$ cat src/hw/rtl/rpud_pkg.sv
package rpud_pkg;

    localparam int COORD_WIDTH_DEF = 16;
    localparam int DIR_WIDTH_DEF   = 16;
    localparam int ROOM_W          = 16;
    localparam int CFG_IDX_W       = 3;

    // the largest normalized magnitude sits in [2^30, 2^31)
    localparam int NORM_W   = 31;
    localparam int SUM_W    = 64;
    localparam int ROOT_W   = 32;
    localparam int SQ_REM_W = 35;
    localparam int DIV_REM_W = 32;

    localparam logic [CFG_IDX_W-1:0] CFG_ROOM_WIDTH  = 3'd0;
    localparam logic [CFG_IDX_W-1:0] CFG_ROOM_DEPTH  = 3'd1;
    localparam logic [CFG_IDX_W-1:0] CFG_ROOM_HEIGHT = 3'd2;
    localparam logic [CFG_IDX_W-1:0] CFG_LISTENER_X  = 3'd3;
    localparam logic [CFG_IDX_W-1:0] CFG_LISTENER_Y  = 3'd4;
    localparam logic [CFG_IDX_W-1:0] CFG_LISTENER_Z  = 3'd5;

    typedef logic [2:0] t_status;

    localparam t_status ST_OK       = 3'd0;
    localparam t_status ST_NOT_CART = 3'd1;
    localparam t_status ST_SCREEN   = 3'd2;
    localparam t_status ST_INFINITE = 3'd3;
    localparam t_status ST_POLICY   = 3'd4;
    localparam t_status ST_ZERO     = 3'd5;

    typedef struct packed {
        logic    valid;
        t_status status;
        logic [2:0] neg;
    } t_ctrl;

endpackage

$ cat src/hw/rtl/rpud_fifo.sv
module rpud_fifo
    import rpud_pkg::*;
#(
    parameter int WIDTH = 8
) (
    input  logic             i_clk,
    input  logic             i_rst_n,
    input  logic             i_push,
    input  logic [WIDTH-1:0] i_data,
    output logic             o_full,
    input  logic             i_pop,
    output logic             o_valid,
    output logic [WIDTH-1:0] o_data
);

    logic [WIDTH-1:0] r_mem [2];
    logic             r_wr, r_rd;
    logic [1:0]       r_cnt;
    logic             push, pop;

    assign o_full  = r_cnt == 2'd2;
    assign o_valid = r_cnt != 2'd0;
    assign push    = i_push && !o_full;
    assign pop     = i_pop && o_valid;
    assign o_data  = r_mem[r_rd];

    always_ff @(posedge i_clk) begin
        if (push) begin
            r_mem[r_wr] <= i_data;
        end
    end

    always_ff @(posedge i_clk) begin
        if (!i_rst_n) begin
            r_wr  <= 1'b0;
            r_rd  <= 1'b0;
            r_cnt <= 2'd0;
        end else begin
            if (push) r_wr <= !r_wr;
            if (pop)  r_rd <= !r_rd;
            r_cnt <= r_cnt + 2'(push) - 2'(pop);
        end
    end

endmodule

$ cat config.mk
export PLATFORM = sky130hd
export DESIGN_NAME = rpud_fifo
export DESIGN_NICKNAME = d
export VERILOG_FILES = /design/src/hw/rtl/rpud_pkg.sv /design/src/hw/rtl/rpud_fifo.sv
export SDC_FILE = /design/constraint.sdc
export NUM_CORES = 1
export LEC_CHECK = 0
export ABC_AREA = 1
export BUFFER_PORTS_ARGS = -buffer_cell sky130_fd_sc_hd__buf_2
export CAP_MARGIN = 20
export CORE_MARGIN = 4
export CORE_UTILIZATION = 50
export CTS_CLUSTER_DIAMETER = 50
export DETAILED_ROUTE_END_ITERATION = 16
export PLACE_DENSITY = 0.83
export REMOVE_ABC_BUFFERS = 1
export SLEW_MARGIN = 10
export SYNTH_ARGS = -nofsm -noshare
export SYNTH_HDL_FRONTEND = slang
export SYNTH_SLANG_ARGS = --single-unit
$ cat constraint.sdc
create_clock -name i_clk -period 1.9 [get_ports i_clk]
set_input_delay 0.095 -clock i_clk [delete_from_list [all_inputs] [get_ports i_clk]]
set_output_delay 0.095 -clock i_clk [all_outputs]
set_load 0.05 [all_outputs]
==> flow_summary.yaml <==
run_status:
  status: "completed"
critical_path:
  regToRegEndpoint: "r_cnt[1]$_SDFF_PN0_"
  worstPathMaxFanout: 8
  required_ns: 1.80
  critPathLaunchType: "register"
  rr_worst_depth: 10
  crit_arrival_ns: 1.48
  r2r_slack_ns: 0.38
  critPathKind: "reg -> out"
  end_kind: "output pin"
  rr_startpoint: "r_cnt[0]$_SDFF_PN0_"
clock_tree:
  clkTransAtPathRegs_ns: 0.11
  cts_resized: 0
  clock_latency_ns: 0.29
  cts_max_path_buffers: 2
  postCtsSetupBuffers: 0
  ctsHoldBuffers: 8
  cts_root_buf: "clkbuf_4"
  tritoncts: "built"
  numCtsBuffers: 3
  numClockSinks: 21
  htree_num_levels: 1
global_route:
  track_usage_pct: 12.6
  grt_pass1_wl_um: 2310
  grt_max_degree: 13
  antenna_found_initial: 0
  grt_pass1_vias: 540
  overflow: 0
logic_synthesis:
  synth_area_per_cell_um2: 13.8
  synth.area.mux_share_pct: 14.0
  yosysWarnings: 0
  ys_ff_latch: 21
  synth_compound_area_share_pct: 1.17
  yosysSeqAreaShare_pct: 67.6
  synthAdderAreaFrac_pct: 2.92
  netlist_area_um2: 858
  ys_types: 11
  syn-instance-count: 62
  synth_top_family_by_area: "multiplexers"
  yosys.area_share.simple_pct: 9.48
  synth_xor_xnor_area_share_pct: 0
sta:
  worst_pin_slew_ns: 0.483
  rsz0062_at_grt: "no"
  setup_viol: 0
  clock_skew_ns: 0.00693
  tns_ns: 0
  hold_viol: 0
  period_needed_ns: 1.57
  fmax_mhz: 636
  final.period_utilization_pct: 82.7
  drv_slew: 0
  max-slew-margin-rel_pct: 67.8
place:
  dpl_cell_area_um2: 980
  gp_congestion: 0.725
  hpwl_um: 954
  io_buffers: 21
die:
  die_area_um2: 2440
  io_pins: 22
  initial_core_util_pct: 55.1
  fp-row-count: 14
  die_w_um: 49.4
  die_h_um: 49.4
  fp.coreArea_um2: 1560
pwr:
  p_leak_nw: 0.498
  ir_drop_mv: 0.685
  p_per_area_nw_per_um2: 1380
detailed_routing:
  routed_wirelength_um: 1360
  drc_errors: 0
  vias: 542
  post_drt_wl_per_cell_um: 12.2
  dr.pass1.iters: 2
  ant_nets: 0
  vias_per_cell: 4.88
  drtIter0Drc: 13
min_path:
  hold_end: "r_cnt[0]$_SDFF_PN0_"
  hold_path_startpoint: "i_rst_n"
  hold_depth: 3
  hold_class: "in -> reg"
finish:
  finalNetCount: 110
  antenna_cells: 0
  final_cell_area_um2: 1090
  drive_above_1_share_pct: 36.8
  area_growth_pct: 26.7
run:
  cap_violations: 0
-- cell families (layout without fill, tap and decap cells) --
| kind of cell | Yosys count | in the layout |
|---|---|---|
| muxes | 8 | 8 |
| DFF | 21 | 21 |
| and+or+nand+nor | 20 | 20 |
| adders and majority gates | 2 | 2 |
| buffers and inverters | 9 | 42 |
| AOI/OAI and AO/OA | 2 | 2 |
-- per-stage QoR --
step / power (mW) / util [%] / worst slack (ns) / std cells / hold WS [ns]
after floorplan: 1.17 / - / 0.512 / 61 / 0.188
after global placement: 1.29 / 62.8 / 0.432 / 99 / 0.283
after detailed placement: 1.30 / 62.8 / 0.390 / 99 / 0.286
after CTS: 1.52 / 69.7 / 0.311 / 111 / 0.0218
after global routing: 1.60 / 69.7 / 0.198 / 111 / 0.0200
final: 1.50 / 69.7 / 0.328 / 111 / 0.0289
-- critical path, cell delays in order (launching register included) --
cell and delay (ns):
dfxtp_1 0.64, mux2_4 0.34, buf_2 0.21
-- worst max path at each step --
| stage | depth (start not counted) | end | from | slack [ns] |
|---|---|---|---|---|
| 2_1_floorplan | 10 | r_cnt[1]$_SDFF_PN0_ | r_cnt[0]$_SDFF_PN0_ | 0.51 |
| 3_3_place_gp | 10 | r_cnt[1]$_SDFF_PN0_ | r_cnt[0]$_SDFF_PN0_ | 0.43 |
| 3_5_place_dp | 10 | r_cnt[1]$_SDFF_PN0_ | r_cnt[0]$_SDFF_PN0_ | 0.39 |
| 4_1_cts | 2 | o_data[6] | register | 0.31 |
| 5_1_grt | 10 | r_cnt[1]$_SDFF_PN0_ | r_cnt[0]$_SDFF_PN0_ | 0.20 |
| 6_report | 2 | o_data[7] | register | 0.33 |
-- report_power, final --
group          leakage (nW)  switching, mW  internal, mW
logic                 0.289          0.433         0.218
registers             0.191         0.0607         0.588
clock network        0.0177          0.127        0.0782
total                 0.498          0.620         0.884
-- cell usage after synthesis --
cell type   n  area, µm²
edfxtp_1   16        480
nand2_1     9       33.8
inv_1       8       30.0
mux2_4      8        120
nor2_1      7       26.3
dfxtp_1     5        100
nand3_1     3       15.0
a21oi_1     2       10.0
ha_1        2       25.0
buf_6       1       11.3
nor2_2      1       6.26
-- state kept, by name (all words and copies together) (netlist names), named ones only --
name   count
r_mem     16
r_cnt      2
r_wr       1
r_rd       1
-- layout by cell type (no fill, tap or decap), types with 2 or more instances in the layout --
master / synthesis / final
a21oi_1: 2 / 2
buf_2: 0 / 21
clkbuf_4: 0 / 3
dfxtp_1: 5 / 5
dlygate4sd3_1: 0 / 8
edfxtp_1: 16 / 16
ha_1: 2 / 2
inv_1: 8 / 8
mux2_4: 8 / 8
nand2_1: 9 / 9
nand3_1: 3 / 3
nor2_1: 7 / 7
-- layout make-up --
type	count	area, µm²
clock inverter	1	5.00
multi-input combinational	32	236
tap	16	20.0
fill	116	472
inverter	8	30.0
sequential	21	581
clock buffer	3	22.5
timing repair buffer	30	193
-- per-layer routing --
layer  wire (µm)  global-route usage (%)
met1         552                    14.7
met2         737                    21.7
met3          57                    3.06
met4          11                    5.53
met5           0                       0
(Power assumes the default switching activity.)
