<file path="src/hw/rtl/rpud_pkg.sv">
package rpud_pkg;

    localparam int COORD_WIDTH_DEF = 16;
    localparam int DIR_WIDTH_DEF   = 16;
    localparam int ROOM_W          = 16;
    localparam int CFG_IDX_W       = 3;

    // the largest normalized magnitude sits in [2^30, 2^31)
    localparam int NORM_W   = 31;
    localparam int SUM_W    = 64;
    localparam int ROOT_W   = 32;
    localparam int SQ_REM_W = 35;
    localparam int DIV_REM_W = 32;

    localparam logic [CFG_IDX_W-1:0] CFG_ROOM_WIDTH  = 3'd0;
    localparam logic [CFG_IDX_W-1:0] CFG_ROOM_DEPTH  = 3'd1;
    localparam logic [CFG_IDX_W-1:0] CFG_ROOM_HEIGHT = 3'd2;
    localparam logic [CFG_IDX_W-1:0] CFG_LISTENER_X  = 3'd3;
    localparam logic [CFG_IDX_W-1:0] CFG_LISTENER_Y  = 3'd4;
    localparam logic [CFG_IDX_W-1:0] CFG_LISTENER_Z  = 3'd5;

    typedef logic [2:0] t_status;

    localparam t_status ST_OK       = 3'd0;
    localparam t_status ST_NOT_CART = 3'd1;
    localparam t_status ST_SCREEN   = 3'd2;
    localparam t_status ST_INFINITE = 3'd3;
    localparam t_status ST_POLICY   = 3'd4;
    localparam t_status ST_ZERO     = 3'd5;

    typedef struct packed {
        logic    valid;
        t_status status;
        logic [2:0] neg;
    } t_ctrl;

endpackage

</file>
<file path="src/hw/rtl/rpud_front.sv">
module rpud_front
    import rpud_pkg::*;
#(
    parameter int COORD_WIDTH = COORD_WIDTH_DEF,
    parameter int CFG_W       = 16,
    parameter int CMP_W       = COORD_WIDTH + 18
) (
    input  logic                          i_clk,
    input  logic                          i_rst_n,
    input  logic                          i_cfg_we,
    input  logic [CFG_IDX_W-1:0]          i_cfg_idx,
    input  logic [CFG_W-1:0]              i_cfg_data,
    input  logic                          i_valid,
    output logic                          o_stall,
    input  logic signed [COORD_WIDTH-1:0] i_pos_x,
    input  logic signed [COORD_WIDTH-1:0] i_pos_y,
    input  logic signed [COORD_WIDTH-1:0] i_pos_z,
    input  logic [1:0]                    i_coordinate_kind,
    input  logic                          i_cartesian_known,
    input  logic                          i_cartesian_flag,
    input  logic                          i_screen_anchored,
    input  logic                          i_distance_infinite,
    output logic                          o_valid,
    input  logic                          i_full,
    output t_status                       o_status,
    output logic signed [CMP_W-1:0]       o_front,
    output logic signed [CMP_W-1:0]       o_right,
    output logic signed [CMP_W-1:0]       o_up
);

    localparam int CW = COORD_WIDTH;
    localparam logic signed [CW-1:0] LIS_HALF = {3'b001, {(CW-3){1'b0}}};
    localparam logic signed [CW-1:0] POS_ONE  = {2'b01, {(CW-2){1'b0}}};
    localparam logic signed [CW-1:0] NEG_ONE  = {2'b11, {(CW-2){1'b0}}};

    logic [ROOM_W-1:0]      r_room_width, r_room_depth, r_room_height;
    logic signed [CW-1:0]   r_lis_x, r_lis_y, r_lis_z;
    logic                   r_valid;
    t_status                r_status, n_status;
    logic signed [CMP_W-1:0] r_front, r_right, r_up, n_front, n_right, n_up;
    logic signed [CW:0]     dx, dy, dz;
    logic                   load;

    always_ff @(posedge i_clk) begin
        if (!i_rst_n) begin
            r_room_width  <= ROOM_W'(1280);
            r_room_depth  <= ROOM_W'(1280);
            r_room_height <= ROOM_W'(768);
            r_lis_x       <= LIS_HALF;
            r_lis_y       <= LIS_HALF;
            r_lis_z       <= '0;
        end else if (i_cfg_we) begin
            case (i_cfg_idx)
                CFG_ROOM_WIDTH:  r_room_width  <= i_cfg_data[ROOM_W-1:0];
                CFG_ROOM_DEPTH:  r_room_depth  <= i_cfg_data[ROOM_W-1:0];
                CFG_ROOM_HEIGHT: r_room_height <= i_cfg_data[ROOM_W-1:0];
                CFG_LISTENER_X:  r_lis_x       <= i_cfg_data[CW-1:0];
                CFG_LISTENER_Y:  r_lis_y       <= i_cfg_data[CW-1:0];
                CFG_LISTENER_Z:  r_lis_z       <= i_cfg_data[CW-1:0];
                default: ;
            endcase
        end
    end

    always_comb begin
        priority if (i_coordinate_kind != 2'd1 || !i_cartesian_known || !i_cartesian_flag)
            n_status = ST_NOT_CART;
        else if (i_screen_anchored)
            n_status = ST_SCREEN;
        else if (i_distance_infinite)
            n_status = ST_INFINITE;
        else if (r_room_width == '0 || r_room_depth == '0 || r_room_height == '0 ||
                 r_lis_x < 0 || r_lis_x > POS_ONE || r_lis_y < 0 || r_lis_y > POS_ONE ||
                 r_lis_z < NEG_ONE || r_lis_z > POS_ONE)
            n_status = ST_POLICY;
        else
            n_status = ST_OK;
    end

    assign dy = $signed({r_lis_y[CW-1], r_lis_y}) - $signed({i_pos_y[CW-1], i_pos_y});
    assign dx = $signed({i_pos_x[CW-1], i_pos_x}) - $signed({r_lis_x[CW-1], r_lis_x});
    assign dz = $signed({i_pos_z[CW-1], i_pos_z}) - $signed({r_lis_z[CW-1], r_lis_z});

    always_comb begin
        n_front = (CMP_W'(dy) * CMP_W'($signed({1'b0, r_room_depth}))) <<< 1;
        n_right = (CMP_W'(dx) * CMP_W'($signed({1'b0, r_room_width}))) <<< 1;
        n_up    = CMP_W'(dz) * CMP_W'($signed({1'b0, r_room_height}));
    end

    assign o_stall = r_valid && i_full;
    assign load    = i_valid && !o_stall;

    always_ff @(posedge i_clk) begin
        if (!i_rst_n) begin
            r_valid <= 1'b0;
        end else if (load) begin
            r_valid <= 1'b1;
        end else if (!i_full) begin
            r_valid <= 1'b0;
        end
    end

    always_ff @(posedge i_clk) begin
        if (load) begin
            r_status <= n_status;
            r_front  <= n_front;
            r_right  <= n_right;
            r_up     <= n_up;
        end
    end

    assign o_valid  = r_valid;
    assign o_status = r_status;
    assign o_front  = r_front;
    assign o_right  = r_right;
    assign o_up     = r_up;

endmodule

</file>
<file path="config.mk">
export PLATFORM = sky130hd
export DESIGN_NAME = rpud_front
export DESIGN_NICKNAME = d
export VERILOG_FILES = /design/src/hw/rtl/rpud_pkg.sv /design/src/hw/rtl/rpud_front.sv
export SDC_FILE = /design/constraint.sdc
export NUM_CORES = 2
export LEC_CHECK = 0
export BUFFER_PORTS_ARGS = -buffer_cell sky130_fd_sc_hd__buf_4
export CAP_MARGIN = 20
export CORE_MARGIN = 8
export CORE_UTILIZATION = 55
export DETAILED_ROUTE_END_ITERATION = 7
export PLACE_DENSITY = 0.76
export SLEW_MARGIN = 20
export SYNTH_ARGS = -nofsm -noshare
export SYNTH_HDL_FRONTEND = slang
export SYNTH_SLANG_ARGS = --single-unit
</file>
<file path="constraint.sdc">
create_clock -name i_clk -period 8.9 [get_ports i_clk]
set_clock_uncertainty 0.1 [all_clocks]
set_input_delay 0.89 -clock i_clk [delete_from_list [all_inputs] [get_ports i_clk]]
set_output_delay 0.89 -clock i_clk [all_outputs]
set_load 0.01 [all_outputs]
</file>
==> impl_metrics.tcl <==
set metrics [dict create \
    route.vias.total 30200 \
    cts_made_buffers 17 \
    clkTransAtPathRegs_ns 0.08 \
    post-place-ws_ns -0.536 \
    relSlewSlack_pct 29.1 \
    dr.pass1.iters 5 \
    fin_crit_sh_pct 96.6 \
    synth_area_um2 40400 \
    area_delta_synth_final_pct 11.5 \
    synth-seq-cells 200 \
    critPathCaptureType "register" \
    layout-drive-gt1-share_pct 10.8 \
    fp.dieW_um 287 \
    setup-tns-final_ns 0 \
    yosysSeqAreaShare_pct 12.5 \
    cts_tree "built" \
    total_power_mw 7.49 \
    initial_core_util_pct 55.5 \
    grt_max_degree 98 \
    clkLatencyLatePin_ns 0.51 \
    finalSetupViolCount 0 \
    period_needed_ns 8.60 \
    slowest_delay_ns 0.52 \
    io_buffers 182 \
    cp_common_cell "fa_1" \
    cts_sinks 200 \
    leakage_nw 22.7 \
    post-place-cells 5683 \
    io_pins 185 \
    via_per_inst 5.27 \
    yosysWarnings 0 \
    maxCapViolations 0 \
    cts_hold_buffers 0 \
    synth_top_area_cell "fa_1" \
    ir_worst_vdd_v 0.000220 \
    outcome "finished, final reports clean" \
    critPathKind "in -> reg" \
    crit_path_start_kind "input port" \
    synth_edf_count 103 \
    hold_violations 0 \
    syn_inst 4472 \
    grt_usage_pct 24.7 \
    crit_arrival_ns 8.75 \
    wire_per_inst_um 17.1 \
    hp-class "reg -> reg" \
    fin_ws_ns 0.302 \
    ys.flop_type "edfxtp_1" \
    diodes 0 \
    die_area_um2 82400 \
    row_count 99 \
    synth_most_common_cell "inv_1" \
    cp_slowest_cell "fa_1" \
    ctsLongestPathBuffers 2 \
    fmax_mhz 116 \
    yosys-top-cells-count "inv_1 (1077), fa_1 (812), nand2_1 (676)" \
    gp_congestion 0.912 \
    synth-async-reset-ratio_pct 0 \
    worst_pin_slew_ns 1.06 \
    grt_first_pass_wirelength_mm 163 \
    cts-root-buf "clkbuf_16" \
    p_per_area_nw_per_um2 166 \
    syn-mean-instance-area_um2 9.04 \
    drtIter0Drc 1789 \
    fin_nets 5947 \
    synth.area.top_cells "fa_1 (40%), inv_1 (10%), ha_1 (9.4%)" \
    final_antenna_net_count 0 \
    drc 0 \
    gr-total-overflow 0 \
    dpl.hpwl_mm 80.1 \
    antenna_found_initial 4 \
    crit_fanout 15 \
    core_area_um2 72800 \
    synth_cell_type_count 61 \
    grt_pass1_vias 32400 \
    synth.top_cell.area_share_pct 40.2 \
    routed_wl_mm 98.0 \
    drv_slew 0 \
    final_cells 5724 \
    cp.required_ns 9.05 \
    die_h_um 287 \
    ctsHtreeMaxLevel 4 \
]
==> state kept, by name, summed over array words and instances (netlist names) <==
signal         cells
o_front           33
o_right           33
o_status           3
o_up              34
o_valid            1
r_lis_x           16
r_lis_y           16
r_lis_z           16
r_room_depth      16
r_room_height     16
r_room_width      16
==> worst max-delay path, delay by kind of cell <==
| kind | cells | cell delay, ns |
|---|---|---|
| fa+ha+maj | 9 | 3.84 |
| compound gates | 14 | 2.80 |
| buf+inv | 9 | 0.76 |
| simple gates | 2 | 0.23 |
| xor+xnor | 2 | 0.23 |
==> placed cells by master (no fill, tap or decap), types with 4 or more instances in the layout <==
master | synthesis | routed
a211oi_1 | 16 | 14
o31a_1 | 4 | 4
nor2b_1 | 89 | 88
nor3_1 | 22 | 22
edfxtp_1 | 103 | 103
nand2_1 | 676 | 675
nand2b_1 | 36 | 36
a21oi_1 | 96 | 93
o21ai_1 | 0 | 8
dfxtp_1 | 97 | 96
o211ai_1 | 12 | 12
buf_4 | 2 | 433
xor2_1 | 27 | 27
a21o_1 | 29 | 29
nand4_1 | 10 | 10
nor2_1 | 78 | 78
inv_2 | 0 | 5
xnor2_1 | 138 | 134
nand3_1 | 28 | 28
and2_1 | 334 | 333
maj3_1 | 13 | 13
inv_1 | 1077 | 1072
o21a_1 | 31 | 31
inv_8 | 0 | 6
o21bai_1 | 8 | 8
clkbuf_16 | 0 | 17
xnor2_2 | 0 | 4
nor4_1 | 22 | 22
ha_1 | 304 | 300
or3_1 | 10 | 10
a21oi_2 | 1 | 4
a31oi_1 | 6 | 5
and3_1 | 10 | 10
a21boi_0 | 94 | 93
buf_12 | 0 | 6
or2_2 | 4 | 4
fa_1 | 812 | 809
o21ai_0 | 55 | 46
==> logic make-up after synthesis <==
logic type	count (synthesis)	synth area share (%)
DFF	200	12.5
buffers and inverters	1257	11.7
xor gates and xnor gates	165	3.58
AOI/OAI and AO/OA	394	6.58
adders and majority gates	1129	50.0
other	1	0.00928
and+or+nand+nor	1326	15.7
==> routing by layer <==
metal	GRT usage [%]	wire, um	vias to the layer above
li1	-	-	13900
met1	32.2	40200	15100
met2	40.8	47000	968
met3	4.35	7000	212
met4	9.72	3750	6
met5	0	34	-
==> timing repair <==
item,CTS,global route
pin swaps,0,25
gates resized for setup,1,42
gates cloned,0,1
setup endpoints to repair,1,15
buffers inserted,0,9
==> through the flow <==
| stage | utilization [%] | hold slack (ns) | instance area (um^2) |
|---|---|---|---|
| 6_report | 61.9 | 0.383 | 45100 |
| 5_1_grt | 61.9 | 0.402 | 45100 |
| 4_1_cts | 61.6 | 0.387 | 44900 |
| 3_5_place_dp | 60.8 | 0.375 | 44300 |
| 3_3_place_gp | 60.8 | 0.357 | 44300 |
| 2_1_floorplan | - | 0.343 | 40400 |
==> final timing paths <==
check | cells after the start | end | start | slack (ns)
setup / recovery | 36 | o_up[32] | i_pos_z[0] | 0.30
hold reg to reg | 2 | r_lis_x[14] | r_lis_x[14] | 0.38
hold / removal | 2 | r_lis_x[14] | r_lis_x[14] | 0.38
setup reg to reg | 32 | o_up[33] | r_lis_z[1] | 0.42
==> area by class of cell <==
class	count	area, um^2
clock buffers	17	425
clock inverters	14	151
fillers	6004	27800
inverters	1077	4040
multi-input cells	3016	30800
flip-flops and latches	200	5040
well taps	959	1200
repair buffers	441	3390
==> power by group <==
group	internal, mW	switching, mW	leakage, nW
sequential	1.31	0.0864	1.79
clock	0.377	0.469	0.282
combinational	2.44	2.81	20.7
Note: power is estimated with default switching activity, not from simulation.
